File: config.mk
export PLATFORM = sky130hd
export DESIGN_NAME = selective_repeat_sender_unit
export DESIGN_NICKNAME = d
export VERILOG_FILES = /design/src/hw/rtl/srs_pkg.sv /design/src/hw/rtl/srs_slot_ram.sv /design/src/hw/rtl/srs_result_q.sv /design/src/hw/rtl/selective_repeat_sender_unit.sv
export SDC_FILE = /design/constraint.sdc
export NUM_CORES = 1
export LEC_CHECK = 0
export ABC_CLOCK_PERIOD_IN_PS = 4700
export BUFFER_PORTS_ARGS = -buffer_cell sky130_fd_sc_hd__buf_2
export CORE_MARGIN = 2
export CORE_UTILIZATION = 35
export CTS_CLUSTER_SIZE = 30
export DETAILED_ROUTE_END_ITERATION = 8
export GPL_TIMING_DRIVEN = 0
export PLACE_DENSITY = 0.54
export SLEW_MARGIN = 0
export SYNTH_ARGS = -nofsm -noshare
export SYNTH_HDL_FRONTEND = slang
export SYNTH_SLANG_ARGS = --single-unit
File: constraint.sdc
create_clock -name i_clk -period 4.7 [get_ports i_clk]
set_input_delay 0.705 -clock i_clk [delete_from_list [all_inputs] [get_ports i_clk]]
set_output_delay 0.705 -clock i_clk [all_outputs]
set_load 0.01 [all_outputs]
File: src/hw/rtl/srs_pkg.sv
// ----------------------------------------------------------------------------
// srs_pkg: shared types and constants of the selective-repeat sender
// Result item layout, input kind codes, register indexes and default sizes.
// ----------------------------------------------------------------------------
`default_nettype none

package srs_pkg;

    // field and register widths fixed by the interface
    localparam int CFG_W      = 16;
    localparam int CFG_IDX_W  = 1;
    localparam int KIND_W     = 2;
    localparam int SEQ_OUT_W  = 4;
    localparam int TIMER_W    = 16;

    // default window and sequence space
    localparam int WINDOW_DEF    = 8;
    localparam int SEQ_SPACE_DEF = 16;

    // most result items one input item may cause
    localparam int MAX_RESULTS = 8;

    // configuration register indexes
    localparam logic [CFG_IDX_W-1:0] CFG_TOTAL   = 1'b0;
    localparam logic [CFG_IDX_W-1:0] CFG_TIMEOUT = 1'b1;

    // input item kinds
    typedef enum logic [KIND_W-1:0] {
        KIND_START = 2'd0,
        KIND_ACK   = 2'd1,
        KIND_TICK  = 2'd2
    } t_kind;

    // one result item, without the last marker
    typedef struct packed {
        logic                 has_send;
        logic [SEQ_OUT_W-1:0] send_seq;
        logic                 relay_select;
        logic                 is_retransmit;
        logic                 final_packet;
        logic                 all_done;
    } t_result;

    // control from the sequencer to the result queue
    typedef struct packed {
        logic push;
        logic flush;
    } t_res_ctl;

endpackage

`default_nettype wire

File: src/hw/rtl/srs_slot_ram.sv
// ----------------------------------------------------------------------------
// srs_slot_ram: per-slot timer and sequence store
// One write port and one read port, read data registered.
// ----------------------------------------------------------------------------
`default_nettype none

module srs_slot_ram #(
    parameter  int DEPTH = 8,
    parameter  int DW    = 20,
    localparam int AW    = (DEPTH > 1) ? $clog2(DEPTH) : 1
) (
    input  wire logic          i_clk,
    input  wire logic          i_we,
    input  wire logic [AW-1:0] i_waddr,
    input  wire logic [DW-1:0] i_wdata,
    input  wire logic          i_re,
    input  wire logic [AW-1:0] i_raddr,
    output logic      [DW-1:0] o_rdata
);

    logic [DW-1:0] r_mem [DEPTH];
    logic [DW-1:0] r_rdata;

    // write port
    always_ff @(posedge i_clk) begin
        if (i_we) begin
            r_mem[i_waddr] <= i_wdata;
        end
    end

    // registered read, holds until the next read
    always_ff @(posedge i_clk) begin
        if (i_re) begin
            r_rdata <= r_mem[i_raddr];
        end
    end

    assign o_rdata = r_rdata;

endmodule

`default_nettype wire

File: src/hw/rtl/srs_result_q.sv
// ----------------------------------------------------------------------------
// srs_result_q: result holding stage and output register
// Holds the newest result back until the next one or the end of the item
// shows whether it is the last; caps results per item.
// ----------------------------------------------------------------------------
`default_nettype none

module srs_result_q (
    input  wire logic              i_clk,
    input  wire logic              i_rst_n,
    input  wire srs_pkg::t_res_ctl i_ctl,
    input  wire srs_pkg::t_result  i_res,
    output logic                   o_can_take,
    output logic                   o_valid,
    input  wire logic              i_ready,
    output srs_pkg::t_result       o_res,
    output logic                   o_last
);

    import srs_pkg::*;

    localparam int CNT_W = $clog2(MAX_RESULTS + 1);
    localparam logic [CNT_W-1:0] CNT_MAX = CNT_W'(MAX_RESULTS);

    logic             r_o_valid;
    logic             r_p_valid;
    logic [CNT_W-1:0] r_cnt;
    t_result          r_out;
    logic             r_last;
    t_result          r_pend;

    logic out_free;
    logic take;
    logic drain;
    logic load;

    // handshake decisions
    assign out_free   = !r_o_valid || i_ready;
    assign o_can_take = !r_p_valid || out_free;
    assign take       = i_ctl.push && o_can_take && (r_cnt < CNT_MAX);
    assign drain      = i_ctl.flush && r_p_valid && out_free;
    assign load       = (take && r_p_valid) || drain;

    // control state
    always_ff @(posedge i_clk) begin
        if (!i_rst_n) begin
            r_o_valid <= 1'b0;
            r_p_valid <= 1'b0;
            r_cnt     <= '0;
        end else begin
            if (load) begin
                r_o_valid <= 1'b1;
            end else if (i_ready) begin
                r_o_valid <= 1'b0;
            end
            if (take) begin
                r_p_valid <= 1'b1;
                r_cnt     <= r_cnt + 1'b1;
            end else if (drain) begin
                r_p_valid <= 1'b0;
            end
            if (i_ctl.flush && o_can_take) begin
                r_cnt <= '0;
            end
        end
    end

    // payload registers
    always_ff @(posedge i_clk) begin
        if (load) begin
            r_out  <= r_pend;
            r_last <= drain;
        end
        if (take) begin
            r_pend <= i_res;
        end
    end

    assign o_valid = r_o_valid;
    assign o_res   = r_out;
    assign o_last  = r_last;

endmodule

`default_nettype wire

File: src/hw/rtl/selective_repeat_sender_unit.sv
// ----------------------------------------------------------------------------
// selective_repeat_sender_unit: selective-repeat ARQ sender control path
// Sequencer over per-slot state kept in a one-port-read slot memory.
// ----------------------------------------------------------------------------
// Usage:
//   Input items (i_kind, i_ack_seq) arrive on a valid/ready channel; a start
//   opens a transfer, an ack clears a window slot and may slide the base, a
//   tick ages every outstanding slot. Each send, retransmission or
//   completion leaves as a result item on the o_valid/i_ready channel, with
//   o_last on the final result of an input item.
//   Configuration writes (total packets, timeout ticks) go through i_cfg_we
//   while the block is idle.
//   Operation: one item is worked at a time. A tick visits every window
//   slot, and each outstanding slot is a read then a write-back of the slot
//   memory. A result passes the holding stage and the output register.
//   The next item is taken while the last result still waits in the output
//   register. A stalled receiver holds the sequencer once both the holding
//   stage and the output register are full.
//   Reset clears the transfer, the window and the output; total packets
//   resets to 1 and timeout ticks to 1000.
// ----------------------------------------------------------------------------
`default_nettype none

module selective_repeat_sender_unit #(
    parameter int WINDOW    = srs_pkg::WINDOW_DEF,
    parameter int SEQ_SPACE = srs_pkg::SEQ_SPACE_DEF
) (
    input  wire logic                           i_clk,
    input  wire logic                           i_rst_n,
    input  wire logic                           i_cfg_we,
    input  wire logic [srs_pkg::CFG_IDX_W-1:0]  i_cfg_index,
    input  wire logic [srs_pkg::CFG_W-1:0]      i_cfg_data,
    input  wire logic                           i_valid,
    output logic                                o_ready,
    input  wire logic [srs_pkg::KIND_W-1:0]     i_kind,
    input  wire logic [srs_pkg::SEQ_OUT_W-1:0]  i_ack_seq,
    output logic                                o_valid,
    input  wire logic                           i_ready,
    output logic                                o_has_send,
    output logic      [srs_pkg::SEQ_OUT_W-1:0]  o_send_seq,
    output logic                                o_relay_select,
    output logic                                o_is_retransmit,
    output logic                                o_final_packet,
    output logic                                o_all_done,
    output logic                                o_last
);

    import srs_pkg::*;

    localparam int SLOT_W = (WINDOW > 1) ? $clog2(WINDOW) : 1;
    localparam int CNT_W  = $clog2(WINDOW + 1);
    localparam int SQW    = $clog2(SEQ_SPACE);
    localparam int MW     = TIMER_W + SQW;

    localparam logic [CNT_W-1:0] WIN_CNT  = CNT_W'(WINDOW);
    localparam logic [SQW-1:0]   SEQ_LAST = SQW'(SEQ_SPACE - 1);
    localparam logic [SQW:0]     SPACE_X  = (SQW + 1)'(SEQ_SPACE);
    localparam logic [8:0]       SPACE_9  = 9'(SEQ_SPACE);

    typedef enum logic [6:0] {
        ST_IDLE    = 7'b0000001,
        ST_START   = 7'b0000010,
        ST_SLIDE   = 7'b0000100,
        ST_DONE    = 7'b0001000,
        ST_TICK_RD = 7'b0010000,
        ST_TICK_WR = 7'b0100000,
        ST_FLUSH   = 7'b1000000
    } t_state;

    // sequence arithmetic modulo the sequence space
    function automatic logic [SQW-1:0] seq_inc(input logic [SQW-1:0] a);
        return (a == SEQ_LAST) ? '0 : a + 1'b1;
    endfunction

    function automatic logic [SQW-1:0] seq_dist(input logic [SQW-1:0] a,
                                                input logic [SQW-1:0] b);
        logic [SQW:0] d;
        d = (a >= b) ? ({1'b0, a} - {1'b0, b}) : ({1'b0, a} + SPACE_X - {1'b0, b});
        return d[SQW-1:0];
    endfunction

    t_state              r_state, n_state;
    logic [CFG_W-1:0]    r_total;
    logic [CFG_W-1:0]    r_timeout;
    logic [WINDOW-1:0]   r_outst, n_outst;
    logic [SQW-1:0]      r_base, n_base;
    logic [SQW-1:0]      r_next, n_next;
    logic [CFG_W-1:0]    r_made, n_made;
    logic                r_active, n_active;
    logic [CNT_W-1:0]    r_i, n_i;

    logic [SLOT_W-1:0]   slot_of [SEQ_SPACE];
    logic [SLOT_W-1:0]   base_slot;
    logic [SLOT_W-1:0]   next_slot;
    logic [SLOT_W-1:0]   ack_slot;
    logic [SQW-1:0]      ack_s;
    logic                ack_in_space;
    logic                in_win;
    logic                more;
    logic [CFG_W-1:0]    made_inc;
    logic [SQW-1:0]      last_seq;
    logic [SQW-1:0]      base_inc;
    logic [SQW-1:0]      slide_next;

    logic                mem_we;
    logic [SLOT_W-1:0]   mem_waddr;
    logic [MW-1:0]       mem_wdata;
    logic                mem_re;
    logic [MW-1:0]       mem_rdata;
    logic [TIMER_W-1:0]  rd_timer;
    logic [SQW-1:0]      rd_seq;

    logic                do_send;
    t_res_ctl            res_ctl;
    t_result             res;
    t_result             out_res;
    logic                can_take;

    // slot of every sequence number, worked out at elaboration
    for (genvar g = 0; g < SEQ_SPACE; g++) begin : g_slot
        assign slot_of[g] = SLOT_W'(g % WINDOW);
    end

    // window decode
    assign base_slot    = slot_of[r_base];
    assign next_slot    = slot_of[r_next];
    assign ack_s        = SQW'(i_ack_seq);
    assign ack_slot     = slot_of[ack_s];
    assign ack_in_space = ({5'b0, i_ack_seq} < SPACE_9);
    assign in_win       = ack_in_space && (seq_dist(ack_s, r_base) < seq_dist(r_next, r_base));
    assign more         = r_made < r_total;
    assign made_inc     = r_made + 1'b1;
    assign last_seq     = (r_next == '0) ? SEQ_LAST : r_next - 1'b1;
    assign base_inc     = seq_inc(r_base);
    assign slide_next   = more ? seq_inc(r_next) : r_next;
    assign rd_timer     = mem_rdata[MW-1:SQW];
    assign rd_seq       = mem_rdata[SQW-1:0];

    // sequencer
    always_comb begin
        n_state    = r_state;
        n_outst    = r_outst;
        n_base     = r_base;
        n_next     = r_next;
        n_made     = r_made;
        n_active   = r_active;
        n_i        = r_i;
        do_send    = 1'b0;
        res_ctl    = '0;
        res        = '0;
        mem_we     = 1'b0;
        mem_waddr  = next_slot;
        mem_wdata  = {r_timeout, r_next};
        mem_re     = 1'b0;

        unique case (r_state)
            ST_IDLE: begin
                if (i_valid) begin
                    case (i_kind)
                        KIND_START: begin
                            if (!r_active && (r_total != '0)) begin
                                n_outst  = '0;
                                n_base   = '0;
                                n_next   = '0;
                                n_made   = '0;
                                n_active = 1'b1;
                                n_i      = '0;
                                n_state  = ST_START;
                            end
                        end
                        KIND_ACK: begin
                            if (r_active && in_win) begin
                                n_outst[ack_slot] = 1'b0;
                                if (ack_s == r_base) begin
                                    n_state = ST_SLIDE;
                                end
                            end
                        end
                        KIND_TICK: begin
                            if (r_active) begin
                                n_i     = '0;
                                n_state = ST_TICK_RD;
                            end
                        end
                        default: ;
                    endcase
                end
            end
            ST_START: begin
                if (can_take) begin
                    if ((r_i < WIN_CNT) && more) begin
                        do_send = 1'b1;
                        n_i     = r_i + 1'b1;
                    end else begin
                        n_state = ST_FLUSH;
                    end
                end
            end
            ST_SLIDE: begin
                if (can_take) begin
                    if (r_outst[base_slot]) begin
                        n_state = ST_DONE;
                    end else begin
                        n_base  = base_inc;
                        do_send = more;
                        if (base_inc == slide_next) begin
                            n_state = ST_DONE;
                        end
                    end
                end
            end
            ST_DONE: begin
                if (can_take) begin
                    if (!more && (r_base == r_next)) begin
                        n_active     = 1'b0;
                        res_ctl.push = 1'b1;
                        res.all_done = 1'b1;
                    end
                    n_state = ST_FLUSH;
                end
            end
            ST_TICK_RD: begin
                if (r_i == WIN_CNT) begin
                    n_state = ST_FLUSH;
                end else if (r_outst[r_i[SLOT_W-1:0]]) begin
                    mem_re  = 1'b1;
                    n_state = ST_TICK_WR;
                end else begin
                    n_i = r_i + 1'b1;
                end
            end
            ST_TICK_WR: begin
                if (can_take) begin
                    mem_we    = 1'b1;
                    mem_waddr = r_i[SLOT_W-1:0];
                    if (rd_timer <= TIMER_W'(1)) begin
                        mem_wdata         = {r_timeout, rd_seq};
                        res_ctl.push      = 1'b1;
                        res.has_send      = 1'b1;
                        res.send_seq      = SEQ_OUT_W'(rd_seq);
                        res.relay_select  = ~rd_seq[0];
                        res.is_retransmit = 1'b1;
                        res.final_packet  = !more && (rd_seq == last_seq);
                    end else begin
                        mem_wdata = {rd_timer - 1'b1, rd_seq};
                    end
                    n_i     = r_i + 1'b1;
                    n_state = ST_TICK_RD;
                end
            end
            ST_FLUSH: begin
                res_ctl.flush = 1'b1;
                if (can_take) begin
                    n_state = ST_IDLE;
                end
            end
            default: n_state = ST_IDLE;
        endcase

        // first send of a new packet
        if (do_send) begin
            n_outst[next_slot] = 1'b1;
            mem_we             = 1'b1;
            mem_waddr          = next_slot;
            mem_wdata          = {r_timeout, r_next};
            n_next             = seq_inc(r_next);
            n_made             = made_inc;
            res_ctl.push       = 1'b1;
            res.has_send       = 1'b1;
            res.send_seq       = SEQ_OUT_W'(r_next);
            res.relay_select   = ~r_next[0];
            res.final_packet   = (made_inc == r_total);
        end
    end

    // control state
    always_ff @(posedge i_clk) begin
        if (!i_rst_n) begin
            r_state   <= ST_IDLE;
            r_outst   <= '0;
            r_base    <= '0;
            r_next    <= '0;
            r_made    <= '0;
            r_active  <= 1'b0;
            r_i       <= '0;
            r_total   <= CFG_W'(1);
            r_timeout <= CFG_W'(1000);
        end else begin
            r_state  <= n_state;
            r_outst  <= n_outst;
            r_base   <= n_base;
            r_next   <= n_next;
            r_made   <= n_made;
            r_active <= n_active;
            r_i      <= n_i;
            if (i_cfg_we) begin
                case (i_cfg_index)
                    CFG_TOTAL:   r_total   <= i_cfg_data;
                    CFG_TIMEOUT: r_timeout <= i_cfg_data;
                    default: ;
                endcase
            end
        end
    end

    // slot timer and sequence memory
    srs_slot_ram #(
        .DEPTH (WINDOW),
        .DW    (MW)
    ) u_ram (
        .i_clk   (i_clk),
        .i_we    (mem_we),
        .i_waddr (mem_waddr),
        .i_wdata (mem_wdata),
        .i_re    (mem_re),
        .i_raddr (r_i[SLOT_W-1:0]),
        .o_rdata (mem_rdata)
    );

    // result holding stage and output register
    srs_result_q u_resq (
        .i_clk      (i_clk),
        .i_rst_n    (i_rst_n),
        .i_ctl      (res_ctl),
        .i_res      (res),
        .o_can_take (can_take),
        .o_valid    (o_valid),
        .i_ready    (i_ready),
        .o_res      (out_res),
        .o_last     (o_last)
    );

    // no item is taken while reset is held
    assign o_ready         = (r_state == ST_IDLE) && i_rst_n;
    assign o_has_send      = out_res.has_send;
    assign o_send_seq      = out_res.send_seq;
    assign o_relay_select  = out_res.relay_select;
    assign o_is_retransmit = out_res.is_retransmit;
    assign o_final_packet  = out_res.final_packet;
    assign o_all_done      = out_res.all_done;

endmodule

`default_nettype wire

# Yosys cells after proc, flatten, opt, wreduce, memory -nomap -nowiden
# Memory sizes are Yosys's and may differ from the RTL's. A register that Yosys moved wholly into a read port is not among the register bits.
# Cells that the tools add are included.
[totals] romBits=144 word_cells=256 inputBits=28 n_memories=4 ram_bits=160 ff_bits=101
[classes] n_mux=107 order_cmp=16 n_eq_ne=39 bitwise=10 n_reduce_logical=42 addsub=13
[mem_list] memory="u_ram.r_mem" words=8 word_bits=20 rd=1 rd_clocked_by_memory_dff=1 write_ports=1 line="srs_slot_ram.sv:21" text="logic [DW-1:0] r_mem [DEPTH];"
[mem_list] memory="(name not given)" words=16 word_bits=3 rd=1 rd_clocked_by_memory_dff=0 write_ports=0 line="selective_repeat_sender_unit.sv:128" text="assign ack_slot = slot_of[ack_s];"
[mem_list] memory="(name not given)" words=16 word_bits=3 rd=1 rd_clocked_by_memory_dff=0 write_ports=0 line="selective_repeat_sender_unit.sv:126" text="assign next_slot = slot_of[r_next];"
[mem_list] memory="(name not given)" words=16 word_bits=3 rd=1 rd_clocked_by_memory_dff=0 write_ports=0 line="selective_repeat_sender_unit.sv:125" text="assign base_slot = slot_of[r_base];"
[op_table] cell="7-bit two-way mux" count=15
[op_table] cell="16-bit two-way mux" count=5
[op_table] cell="20-bit two-way mux" count=4
[op_table] cell="4-bit two-way mux" count=20
[op_table] cell="8-bit two-way mux" count=8
[op_table] cell="7-bit case mux with 7 select lines" count=1
[op_table] cell="1-bit two-way mux" count=32
[op_table] cell="3-bit two-way mux" count=9
[op_table] cell="4-bit by 1-bit adder with 4-bit output, second input constant" count=6
[op_table] cell="7-bit case mux with 3 select lines" count=1
[op_table] cell="3-bit inequality test, second input constant" count=6
[op_table] cell="16-bit by 1-bit adder with 16-bit output, second input constant" count=1
[op_table] cell="16-bit == test" count=1
[op_table] cell="4-bit == test" count=4
[op_table] cell="16-bit by 1-bit <= comparator with 1-bit output, second input constant" count=1
[op_table] cell="16-bit less-than comparator" count=1
[op_table] cell="3-bit by 4-bit less-than comparator with 1-bit output, second input constant" count=4
[op_table] cell="2-bit inequality test, second input constant" count=8
[op_table] cell="4-bit case mux with 2 select lines" count=2
[op_table] cell="4-bit case mux with 4 select lines" count=1
[op_table] cell="8-bit case mux with 2 select lines" count=1
[op_table] cell="16-bit nonzero test" count=1
[op_table] cell="2-bit nonzero test" count=8
[op_table] cell="16-bit by 1-bit subtractor with 16-bit output, second input constant" count=1
[op_table] cell="other kinds (41)" count=86

# Logic depth before layout (Yosys ltp)
[logic_depth] depth_word=16 ltp_mapped=15

# By module
# Synthesis repeated with hierarchy kept, for this count alone.
[hier_totals] cells_unflattened=1087 area_unflattened_um2=13390.3
[modules_own_cells] module="srs_slot_ram" cells_each=264 area_each_um2=6812.8 seq_area_each_um2=5405.2 instances=1
[modules_own_cells] module="selective_repeat_sender_unit" cells_each=768 area_each_um2=5708.0 seq_area_each_um2=1521.5 instances=1
[modules_own_cells] module="srs_result_q" cells_each=55 area_each_um2=869.6 seq_area_each_um2=690.7 instances=1

# Worst setup path after synthesis
# Ideal clock, no wire load.
[synth_timing] path_kind="register -> register" start="register r_total[7]" end="memory u_ram.r_mem[0][0], enable pin" path_buffers=0 arrival_time_ps=3101 setup_time_ps=407 t_required_ps=4293 path_stages_with_launch=10 path_slack_ps=1192 path_cell_list="dfxtp_1 inv_1 ha_1 a21oi_1 o21ai_0 a211oi_4 nand3_1 nor3_2 and2_1 a2bb2oi_1"
[synth_via] elab_chain_len=8 word_cells_on_any_way=11 cone_classes="order compare: 1; mux: 9; reduce/logical: 1"
[synth_lines] item="from (decl)" line="selective_repeat_sender_unit.sv:83" text="logic [CFG_W-1:0] r_total;"
[synth_lines] item="from (signal assigned)" line="selective_repeat_sender_unit.sv:298" text="CFG_TOTAL: r_total <= i_cfg_data;"
[synth_lines] item="16-bit less-than comparator (*)" line="selective_repeat_sender_unit.sv:131" text="assign more = r_made < r_total;"
[synth_lines] item="1-bit logical AND" line="selective_repeat_sender_unit.sv:191" text="if ((r_i < WIN_CNT) && more) begin"
[synth_lines] item="1-bit two-way mux" line="selective_repeat_sender_unit.sv:191"
[synth_lines] item="1-bit two-way mux" line="selective_repeat_sender_unit.sv:190" text="if (can_take) begin"
[synth_lines] item="1-bit case mux with 2 select lines (*)" line="selective_repeat_sender_unit.sv:156" text="unique case (r_state)"
[synth_lines] item="1-bit two-way mux" line="selective_repeat_sender_unit.sv:261" text="if (do_send) begin"
[synth_lines] item="1-bit two-way mux" line="srs_slot_ram.sv:26" text="if (i_we) begin"
[synth_lines] item="1-bit two-way mux (implied by the code)" line="srs_slot_ram.sv:27" text="r_mem[i_waddr] <= i_wdata;"
[synth_lines] item="to (decl)" line="srs_slot_ram.sv:21"
# Mark *: on every way between the ends. The rest lies on a longest branch, timed or not.

# Worst setup path in the final report
[layout_timing] start="register r_total[7]" end="memory u_ram.r_mem[5][14], enable pin"
# Same word-level chain as after synthesis.

==> results.cfg <==
[run_status]
status = complete, no violations

[route]
post_drt_via_cell_ratio = 5.180
drt_iter0_drc = 546
drcViolationCount = 0
route.vias.total = 9080
route.detailed.wl_per_inst_um = 18.74
routed_wirelength_um = 32840
antenna_violating_nets_post_route = 0
drt_pass1_iterations = 5

[placed_design]
cell_area_after_placement_sq_um = 14390
place.port_buffers = 39
half_perimeter_wire_length_of_the_detailed_placement_result_um = 23620
placer_congestion_estimate = 0.8462
place_worst_setup_slack_ns = 0.5713

[synthesis]
ys_types = 80
synth.top_cells.by_area = sky130_fd_sc_hd__edfxtp_1 (45%), sky130_fd_sc_hd__dfxtp_1 (12%), sky130_fd_sc_hd__mux4_2 (7.1%)
synth_seq_cells = 281
synthesis.area_sq_um = 13410
synth_sequential_area_ratio = 0.5682
synthFlopType = sky130_fd_sc_hd__edfxtp_1
synth_fp_nets = 1210
netlist.top_cell.by_area = sky130_fd_sc_hd__edfxtp_1
synthCells = 1142
synth_commonest_cells = sky130_fd_sc_hd__edfxtp_1 (199), sky130_fd_sc_hd__nand2_1 (175), sky130_fd_sc_hd__a21oi_1 (91)
synth_warnings = 0
synth-edff-count = 199
syn-mean-instance-area_sq_um = 11.74
synth.most_common_cell = sky130_fd_sc_hd__edfxtp_1
portion_of_synthesized_cell_area_occupied_by_the_leading_cell_type = 0.4457
async_reset_ff_frac = 0

[critical_path]
crit_buf_inv = 2
worst_setup_path_start_kind = flop
cp.required_ns = 4.98
crit_arrival_ns = 4.42
critPathKind = reg2reg
critical_path.cell_chain = inv_1 > ha_1 > a21oi_1 > o21ai_0 > a211oi_4 > nand3_1 > nor3_1 > a21oi_1 > nor2_2 > buf_8
timing.critical_path.fanout_max = 12
critical_path.endpoint_type = flop
cpLargestDelayFamily = simple AND/OR/NAND/NOR gates
path_common_cell = sky130_fd_sc_hd__a21oi_1
cpMaxStageDelayCell = sky130_fd_sc_hd__nor2_2
critical_path.max_stage_delay_ns = 0.74

[clock_network]
number_of_clock_buffers_inserted_by_tritoncts = 31
path_clk_slew_ns = 0.06
largest_buffer_count_on_any_clock_path = 3
postCtsSetupBuffers = 0
cts_resized = 0
clkSinkCount = 281
clkLatencyLatePin_ns = 0.57
cts_max_level = 1
ctsRootBufferMaster = sky130_fd_sc_hd__clkbuf_16
tritoncts_clock_tree = done
postCtsHoldBufs = 0

[timing]
skew_ns = 0.01635
hold_ws_ns = 0.3794
timing.final.crit_share = 0.8814
rsz0062_at_grt = no
final-max-slew-violation-count = 0
worst-slew-pin-transition_ns = 1.002
slew-limit-headroom = 0.3250
fin_setup_tns_ns = 0
fmax_mhz = 241.4
timing.final.ws_setup_ns = 0.5576
finalSetupViolations = 0
report.final.hold_viol_count = 0
fin_crit_ns = 4.142

[pwr]
peakVddDrop_mv = 0.2678
total_leakage_power_nw = 5.208
power_per_cell_area_nw_per_um2 = 385.9

[global_routing]
grt_pass1_wl_um = 51850
grt_pass1_vias = 8927
number_of_antenna_violations_at_the_first_check_in_global_routing = 0
overflow = 0
pin_count_of_the_biggest_net_entering_global_routing = 21
track_usage = 0.1691

[hold_path]
holdCritPathClass = in2reg

[die]
core_area_sq_um = 37670
fp.dieH_um = 199.7
rows = 71
die_width_um = 199.7
pin_count = 40
floorplan.die_area_sq_um = 39890
initial_utilization = 0.3559

[finish]
finalNetCount = 1285
area_growth_pct = 14.84
layout.cell_area.non_filler_sq_um = 15400
antenna_cells = 0
share_of_cells_above_drive_strength_1 = 0.1449

[run]
maxCapViolCount = 0
## path summary, 6_finish.rpt
kind                          from                  to  slack (ns)  cells past startpoint
setup / recovery        r_total[7]  u_ram.r_mem[5][14]        0.56                     10
hold / removal       i_cfg_data[3]        r_timeout[3]        0.38                      3
setup reg to reg        r_total[7]  u_ram.r_mem[5][14]        0.56                     10
hold reg to reg   u_resq.r_pend[1]     u_resq.o_res[1]        0.42                      0
## logic make-up (layout without fill, tap and decap cells)
| logic type | Yosys count | count (layout) | share of synthesized area |
|---|---|---|---|
| muxes | 50 | 50 | 0.07699 |
| buffers and inverters | 97 | 197 | 0.02986 |
| adders and majority gates | 40 | 40 | 0.03845 |
| DFF | 281 | 281 | 0.5682 |
| AOI/OAI and AO/OA | 206 | 206 | 0.09632 |
| xor gates and xnor gates | 58 | 58 | 0.03892 |
| and+or+nand+nor | 410 | 410 | 0.1513 |
## where the power goes
group / switching (mW) / internal (mW)
Combinational: 0.468 / 0.301
Clock: 1.01 / 1.38
Sequential: 0.0594 / 2.72
Total: 1.53 / 4.41
## flip-flops by register name, summed over array words and instances (netlist names), 4 cells and up
signal         count
r_total           16
r_i                4
r_timeout         16
u_resq.o_res       9
u_resq.r_pend      9
r_outst            8
r_made            16
r_state            7
r_next             4
u_ram.r_mem      160
u_ram.o_rdata     20
r_base             4
u_resq.r_cnt       4
## cell usage in the layout (no fill, tap or decap), drive strengths merged, types with 6 or more instances in the layout
| master | instances |
|---|---|
| nand2b | 10 |
| nor4 | 8 |
| a21boi | 9 |
| mux4 | 42 |
| buf | 57 |
| nand2 | 176 |
| and2 | 8 |
| a21oi | 91 |
| a31oi | 8 |
| edfxtp | 199 |
| ha | 38 |
| xnor2 | 33 |
| or3 | 11 |
| nand4 | 14 |
| nor3 | 30 |
| inv | 44 |
| xor2 | 24 |
| nand3 | 39 |
| o21a | 11 |
| o21ai | 44 |
| nor2 | 60 |
| mux2i | 6 |
| nor2b | 10 |
| clkinv | 17 |
| nand3b | 10 |
| and3 | 15 |
| a211oi | 6 |
| dfxtp | 82 |
| clkbuf | 73 |
## through the flow
step,cells,utilization,power [mW]
floorplan,1142,-,3.370
finish,1753,0.4088,5.941
detailed placement,1695,0.3819,3.609
CTS,1753,0.4088,6.000
global route,1753,0.4088,6.191
global placement,1692,0.3781,3.589
## final cells by class
| class | count | area [sq um] |
|---|---|---|
| clock buffer | 36 | 794.5 |
| clock inverter | 22 | 215.2 |
| multi-input combinational | 764 | 5477 |
| buffer | 53 | 235.2 |
| fill | 3620 | 22270 |
| inverter | 44 | 165.2 |
| timing repair buffer | 42 | 252.7 |
| sequential | 281 | 7617 |
| tap | 511 | 639.4 |
## worst reg2reg max path: stages, from the launching register on
cell	delay, ns
sky130_fd_sc_hd__dfxtp_1	0.43
sky130_fd_sc_hd__inv_1	0.07
sky130_fd_sc_hd__ha_1	0.33
sky130_fd_sc_hd__a21oi_1	0.14
sky130_fd_sc_hd__o21ai_0	0.18
sky130_fd_sc_hd__a211oi_4	0.44
sky130_fd_sc_hd__nand3_1	0.32
sky130_fd_sc_hd__nor3_1	0.59
sky130_fd_sc_hd__a21oi_1	0.36
sky130_fd_sc_hd__nor2_2	0.74
sky130_fd_sc_hd__buf_8	0.24
## per-layer routing
metal	vias up	global-route usage	share of wire
li1	4368	-	-
met1	4459	0.2319	0.46
met2	196	0.2796	0.46
met3	57	0.02076	0.039
met4	0	0.05460	0.035
met5	-	0	0
(Power assumes the default switching activity.)
